<file path="config.mk">
export PLATFORM = sky130hd
export DESIGN_NAME = citt_age
export DESIGN_NICKNAME = d
export VERILOG_FILES = /design/src/citt_pkg.sv /design/src/citt_age.sv
export SDC_FILE = /design/constraint.sdc
export NUM_CORES = 1
export LEC_CHECK = 0
export BUFFER_PORTS_ARGS = -buffer_cell sky130_fd_sc_hd__buf_2
export CAP_MARGIN = 40
export CORE_MARGIN = 4
export CORE_UTILIZATION = 46
export DETAILED_ROUTE_END_ITERATION = 12
export MAX_ROUTING_LAYER = met4
export PLACE_DENSITY = 0.85
export SLEW_MARGIN = 10
export SYNTH_ARGS = -nofsm -noshare
export SYNTH_HDL_FRONTEND = slang
export SYNTH_SLANG_ARGS = --single-unit
</file>
<file path="constraint.sdc">
create_clock -name vclk -period 5.8
set_input_delay 0.58 -clock vclk [all_inputs]
set_output_delay 0.58 -clock vclk [all_outputs]
set_load 0.01 [all_outputs]
</file>
<file path="src/citt_pkg.sv">
// Shared types, opcodes and helpers for the connection idle-timeout table.
package citt_pkg;

	localparam logic [2:0] OP_REQ_START    = 3'd0;
	localparam logic [2:0] OP_REQ_COMPLETE = 3'd1;
	localparam logic [2:0] OP_CLOSE        = 3'd2;
	localparam logic [2:0] OP_QUERY        = 3'd3;
	localparam logic [2:0] OP_TICK         = 3'd4;
	localparam logic [2:0] OP_SWEEP        = 3'd5;
	localparam logic [2:0] OP_RESET_STATS  = 3'd6;

	localparam logic [15:0] DEFAULT_TIMEOUT_RST = 16'd60;

	typedef struct packed {
		logic        keep;
		logic [31:0] requests;
		logic [31:0] stamp;
		logic [15:0] timeout;
	} entry_t;

	function automatic logic [31:0] sat_inc(input logic [31:0] v);
		return (v == 32'hFFFF_FFFF) ? v : v + 32'd1;
	endfunction

endpackage

</file>
<file path="src/citt_age.sv">
// Shared age unit: idle seconds of an entry and its expiry compare.
module citt_age (
	input  logic [31:0]      now,
	input  citt_pkg::entry_t entry,
	output logic [31:0]      idle,
	output logic             expired
);
	import citt_pkg::*;

	assign idle    = now - entry.stamp;
	assign expired = entry.keep && (idle >= {16'd0, entry.timeout});

endmodule

</file>
==> flow_summary_export.csv, run 1 <==
group,metric,value,unit
power_and_ir_drop,peakVddDrop,0.0645,mV
cells_and_area,fin_util,63.4,%
floorplan,num_rows,25,
cells_and_area,final_nets,627,
hold_path,hold_end,"expired",
drt,drtAntennaViolNets,0,
yosys,yosysWarnings,0,
drt,drtIter0Drc,167,
drt,vias_per_cell,5.51,
cells_and_area,layout-drive-gt1-share,29.7,%
drt,wire_per_inst,13.1,um
timing,fin_crit_sh,96.2,%
yosys,synth_cells,346,
worst_setup_path,critPathCaptureType,"output port",
hold_path,hold_depth,4,
worst_setup_path,worstSetupPathType,"primary input to output port",
status,outcome,"finished, final reports clean",
grt,globalRouteTotalUtil,22.1,%
timing,hold_viol,0,
floorplan,core,4820,sq um
worst_setup_path,cp.arrival,5000,ps
yosys,synth_nets,507,
timing,setup_viol,0,
cells_and_area,n_fill_cell,467,
drt,drt-pass1-iter-count,5,
placed_design,hpwl,5980,um
yosys,netlist_area,2330,sq um
timing,max_clock_freq,179,MHz
cells_and_area,seq_cell_count,0,
timing,fin_crit,5580,ps
worst_setup_path,cp_max_fo,3,
cells_and_area,area_growth,31.0,%
timing,max_slew_margin,64.1,%
floorplan,io-pin-count,146,
timing,max_slew.worst_pin.slew,534,ps
placed_design,finalWeightedCongestion,0.910,
grt,overflow,0,
cells_and_area,layout.cells.most_common_list,"buf_2 (114), inv_1 (57), ha_1 (46)",
floorplan,dieArea,6270,sq um
job,maxCapViolCount,0,
cells_and_area,ff_latch_area,0,sq um
hold_path,hp-class,"primary input to output port",
floorplan,fp.dieH,79.2,um
yosys,synth_area_per_cell,6.73,sq um
drt,routed_wl,6980,um
power_and_ir_drop,leakage,0.00169,uW
grt,grt_pass1_wl,11800,um
worst_setup_path,worstPathRequired,5220,ps
worst_setup_path,worstSetupStartpointType,"primary input",
placed_design,dpl_cell_area,2990,sq um
floorplan,dieWidth,79.2,um
drt,drc,0,
cells_and_area,nClkBuffers,0,
drt,num_vias,2926,
placed_design,port_buffers,114,
grt,grt_start_max_net_pins,10,
yosys,synth.distinct_cells,57,
yosys,seq_area_frac_synth,0,%
power_and_ir_drop,power.density,134,nW/um^2
hold_path,hold_path.startpoint,"entry[80]",
grt,grt_pass1_vias,2842,
floorplan,start_util,48.4,%
grt,antenna_found_initial,0,
cells_and_area,diodes,0,
cells_and_area,final_common_cell,"buf_2",
cells_and_area,multiInputGateArea,2140,sq um
timing,finalMaxSlewViolations,0,
cells_and_area,postLayoutCellArea,3050,sq um
worst max-delay path, stage by stage:
cell and delay [ps]:
buf_2 90, inv_1 50, ha_2 170, inv_1 60, fa_2 360, a21o_1 220, a311o_1 290, nand2_1 90
a21boi_0 110, nor2_1 140, o21bai_1 80, a21oi_1 150, xnor2_1 180, ha_1 280, a21o_1 180, a211o_1 300
a2111oi_4 220, a21oi_2 120, or4b_2 660, a21oi_2 180, nor4b_4 230, a31oi_1 110, buf_2 150
worst max path at each step:
stage,from,end,slack (ps),depth (start not counted)
global placement,now[0],expired,80,23
global route,now[0],expired,-20,23
floorplan,now[0],expired,460,21
CTS,now[0],expired,20,23
finish,now[0],expired,220,23
detailed placement,now[0],expired,-40,23
layout make-up:
| cell class | count | share of cell area (%) |
|---|---|---|
| Inverter | 57 | 7.01 |
| Multi-Input combinational cell | 287 | 70.1 |
| Tap cell | 67 | 2.75 |
| Timing Repair Buffer | 120 | 20.2 |
per-stage QoR:
| stage | TNS [ps] | hold WS (ps) | cells | setup WS [ps] | power [uW] |
|---|---|---|---|---|---|
| after floorplan | 0 | 1240 | 346 | 459 | 263 |
| after global placement | 0 | 1450 | 527 | 80.4 | 377 |
| after detailed placement | -35.5 | 1460 | 527 | -35.5 | 390 |
| after CTS | 0 | 1460 | 529 | 15.2 | 398 |
| after global routing | -22.2 | 1490 | 531 | -22.2 | 454 |
| final | 0 | 1460 | 531 | 219 | 408 |
synthesized netlist by cell type (3+ instances only):
library cell | instances | area [sq um]
inv_1 | 57 | 214
ha_1 | 47 | 588
nor2_1 | 33 | 124
a21oi_1 | 23 | 115
nand2_1 | 22 | 82.6
o21ai_0 | 22 | 110
xnor2_1 | 16 | 140
a21o_1 | 8 | 60.1
xor2_1 | 8 | 70.1
nand3_1 | 7 | 35.0
nor3_1 | 7 | 35.0
a211oi_1 | 6 | 45.0
and3_1 | 6 | 37.5
nand2b_1 | 6 | 37.5
nand4_1 | 6 | 37.5
a31oi_1 | 5 | 31.3
o21bai_1 | 5 | 37.5
a31o_2 | 4 | 35.0
and2_1 | 4 | 25.0
o211ai_1 | 4 | 30.0
a22oi_1 | 3 | 22.5
nor2b_1 | 3 | 18.8
nor4_1 | 3 | 18.8
layer usage:
metal,GRT usage [%],wire [um],part of all wire (%),vias up
li1,-,-,-,1483
met1,26.9,2870,41,1303
met2,41.1,3560,51,129
met3,0.794,474,6.8,11
met4,3.44,78,1.1,0
met5,-,0,0,-
power by group:
part           switching (uW)  internal (uW)
logic                     226            182
registers                   0              0
clock network               0              0
what timing repair did:
action	in CTS	in global routing
pin swaps	3	10
setup endpoints to repair	1	1
gates resized for setup	3	3
hold buffers	0	0
buffers inserted	2	2
cells by family (layout without fill, tap and decap cells):
group,after synthesis,in the layout,share of synthesized area (%)
simple gates,107,107,23.0
compound gates,106,106,31.3
buf+inv,59,177,9.67
fa+ha+maj,48,48,26.1
xor+xnor,24,24,9.02
mux,2,2,0.859
(Power assumes the default switching activity.)
==> run 2: changes to the inputs <==
--- a/config.mk
+++ b/config.mk
@@ -8,10 +8,10 @@
 export BUFFER_PORTS_ARGS = -buffer_cell sky130_fd_sc_hd__buf_2
 export CAP_MARGIN = 40
 export CORE_MARGIN = 4
-export CORE_UTILIZATION = 46
+export CORE_UTILIZATION = 41
 export DETAILED_ROUTE_END_ITERATION = 12
 export MAX_ROUTING_LAYER = met4
-export PLACE_DENSITY = 0.85
+export PLACE_DENSITY = 0.8
 export SLEW_MARGIN = 10
 export SYNTH_ARGS = -nofsm -noshare
 export SYNTH_HDL_FRONTEND = slang
==> constraint.sdc (replaced) <==
create_clock -name vclk -period 5.1
set_input_delay 0.51 -clock vclk [all_inputs]
set_output_delay 0.51 -clock vclk [all_outputs]
set_load 0.01 [all_outputs]
==> flow_summary_export.csv, run 2 (synthesis results as in run 1) <==
group,metric,value,unit
status,outcome,"finished with violations",
status,violations,"negative setup slack",
timing,finalMaxSlewViolations,0,
timing,fin_setup_tns,-87.6,ps
timing,rsz0062_at_grt,"yes",
grt,globalRouteTotalUtil,19.7,%
power_and_ir_drop,leakage,0.00178,uW
power_and_ir_drop,power.density,152,nW/um^2
drt,num_vias,2973,
timing,max_slew.worst_pin.slew,530,ps
timing,max_clock_freq,193,MHz
timing,hold_viol,0,
drt,drtAntennaViolNets,0,
floorplan,dieWidth,83.4,um
floorplan,fp.dieH,83.4,um
hold_path,hp-class,"primary input to output port",
hold_path,hold_end,"expired",
power_and_ir_drop,peakVddDrop,0.0804,mV
cells_and_area,n_fill_cell,528,
timing,fin_crit_sh,102,%
grt,antenna_found_initial,0,
floorplan,core,5510,sq um
cells_and_area,postLayoutCellArea,3230,sq um
worst_setup_path,crit_top_cell,"a21oi_2",
cells_and_area,diodes,0,
grt,overflow,0,
timing,setup_viol,1,
worst_setup_path,startpoint,"now[0]",
cells_and_area,ff_latch_area,0,sq um
timing,layout_setup_ws,-87.6,ps
worst_setup_path,worstSetupPathType,"primary input to output port",
worst_setup_path,worstPathRequired,4590,ps
cells_and_area,nClkBuffers,0,
cells_and_area,final_nets,644,
grt,grt_start_max_net_pins,10,
cells_and_area,final_common_cell,"buf_2",
worst_setup_path,critPathCaptureType,"output port",
worst_setup_path,worstPathCellList,"buf_6, inv_4, ha_4, inv_2, fa_2, a21o_1, a311o_1, nand2_1, a21boi_1, nor2_1, o21bai_1, a21oi_2, xnor2_2, ha_1, a21o_1, a211o_1, a2111oi_4, a21oi_2, or4b_4, a21oi_2, nor4b_4, a31oi_1, buf_2",
cells_and_area,layout.cells.most_common_list,"buf_2 (113), inv_1 (55), ha_1 (46)",
floorplan,num_rows,27,
floorplan,dieArea,6950,sq um
timing,fin_crit,5190,ps
placed_design,hpwl,6130,um
hold_path,hold_depth,4,
placed_design,port_buffers,114,
job,maxCapViolCount,0,
worst_setup_path,worstSetupStartpointType,"primary input",
floorplan,io-pin-count,146,
placed_design,dpl_cell_area,3080,sq um
cells_and_area,area_growth,38.6,%
grt,grt_pass1_wl,11800,um
worst_setup_path,cp_max_fo,2,
grt,grt_pass1_vias,2834,
worst_setup_path,critPathTopFamily,"compound AO/OA/AOI/OAI gates",
drt,drt-pass1-iter-count,4,
drt,wire_per_inst,12.9,um
drt,routed_wl,7140,um
cells_and_area,multiInputGateArea,2170,sq um
drt,drtIter0Drc,147,
cells_and_area,seq_cell_count,0,
timing,max_slew_margin,64.3,%
worst_setup_path,cp.arrival,4680,ps
hold_path,hold_path.startpoint,"entry[80]",
drt,drc,0,
worst_setup_path,cpPeakStageDelay,490,ps
floorplan,start_util,42.3,%
worst_setup_path,slowest_stage,"or4b_4",
drt,vias_per_cell,5.38,
cells_and_area,layout-drive-gt1-share,33.5,%
worst_setup_path,cp_num_buf_inv,4,
placed_design,finalWeightedCongestion,0.908,
[run 2: cell types whose count changed in the layout (fill, tap and decap cells not counted), sizes merged]
cell,previous run,this run
buf,120,137
[run 2: metrics by stage]
| stage | setup slack (ps) | util (%) | instances | hold WS (ps) | total power (uW) |
|---|---|---|---|---|---|
| after detailed placement | -448 | 55.9 | 542 | 1320 | 456 |
| after floorplan | 35.5 | - | 346 | 1100 | 301 |
| after global routing | -335 | 58.6 | 553 | 1340 | 546 |
| after global placement | -382 | 55.9 | 542 | 1310 | 443 |
| final | -87.6 | 58.6 | 553 | 1320 | 489 |
| after CTS | -13.1 | 58.0 | 549 | 1320 | 480 |
[run 2: worst max path at each step]
stage / endpoint / slack, ps / depth (start not counted)
6_report: expired / -90 / 23
5_1_grt: expired / -340 / 23
4_1_cts: expired / -10 / 23
3_5_place_dp: expired / -450 / 23
3_3_place_gp: expired / -380 / 23
2_1_floorplan: expired / 40 / 21
[run 2: power by group]
part | leakage, uW | internal [uW] | switching, uW | total, uW
Sequential | 0 | 0 | 0 | 0
Clock | 0 | 0 | 0 | 0
Combinational | 0.00178 | 226 | 263 | 489
[run 2: repair_timing]
action | CTS | global route
pin swaps | 18 | 13
gates resized for setup | 14 | 2
endpoints found under the hold margin | 0 | 0
hold buffers | 0 | 0
setup buffers | 7 | 4
setup endpoints to repair | 1 | 1
[run 2: layout make-up]
class	instances	area share, %
inverters	57	6.71
multi-input cells	287	67.3
repair buffers	137	23.2
well taps	72	2.79
[run 2: layer usage]
metal  vias up  share of wire (%)  global-route usage, %
li1       1520                  -                      -
met1      1328                 41                   21.8
met2        98                 50                   35.8
met3        27                5.2                   1.98
met4         0                4.3                   8.02
met5         -                  0                      -
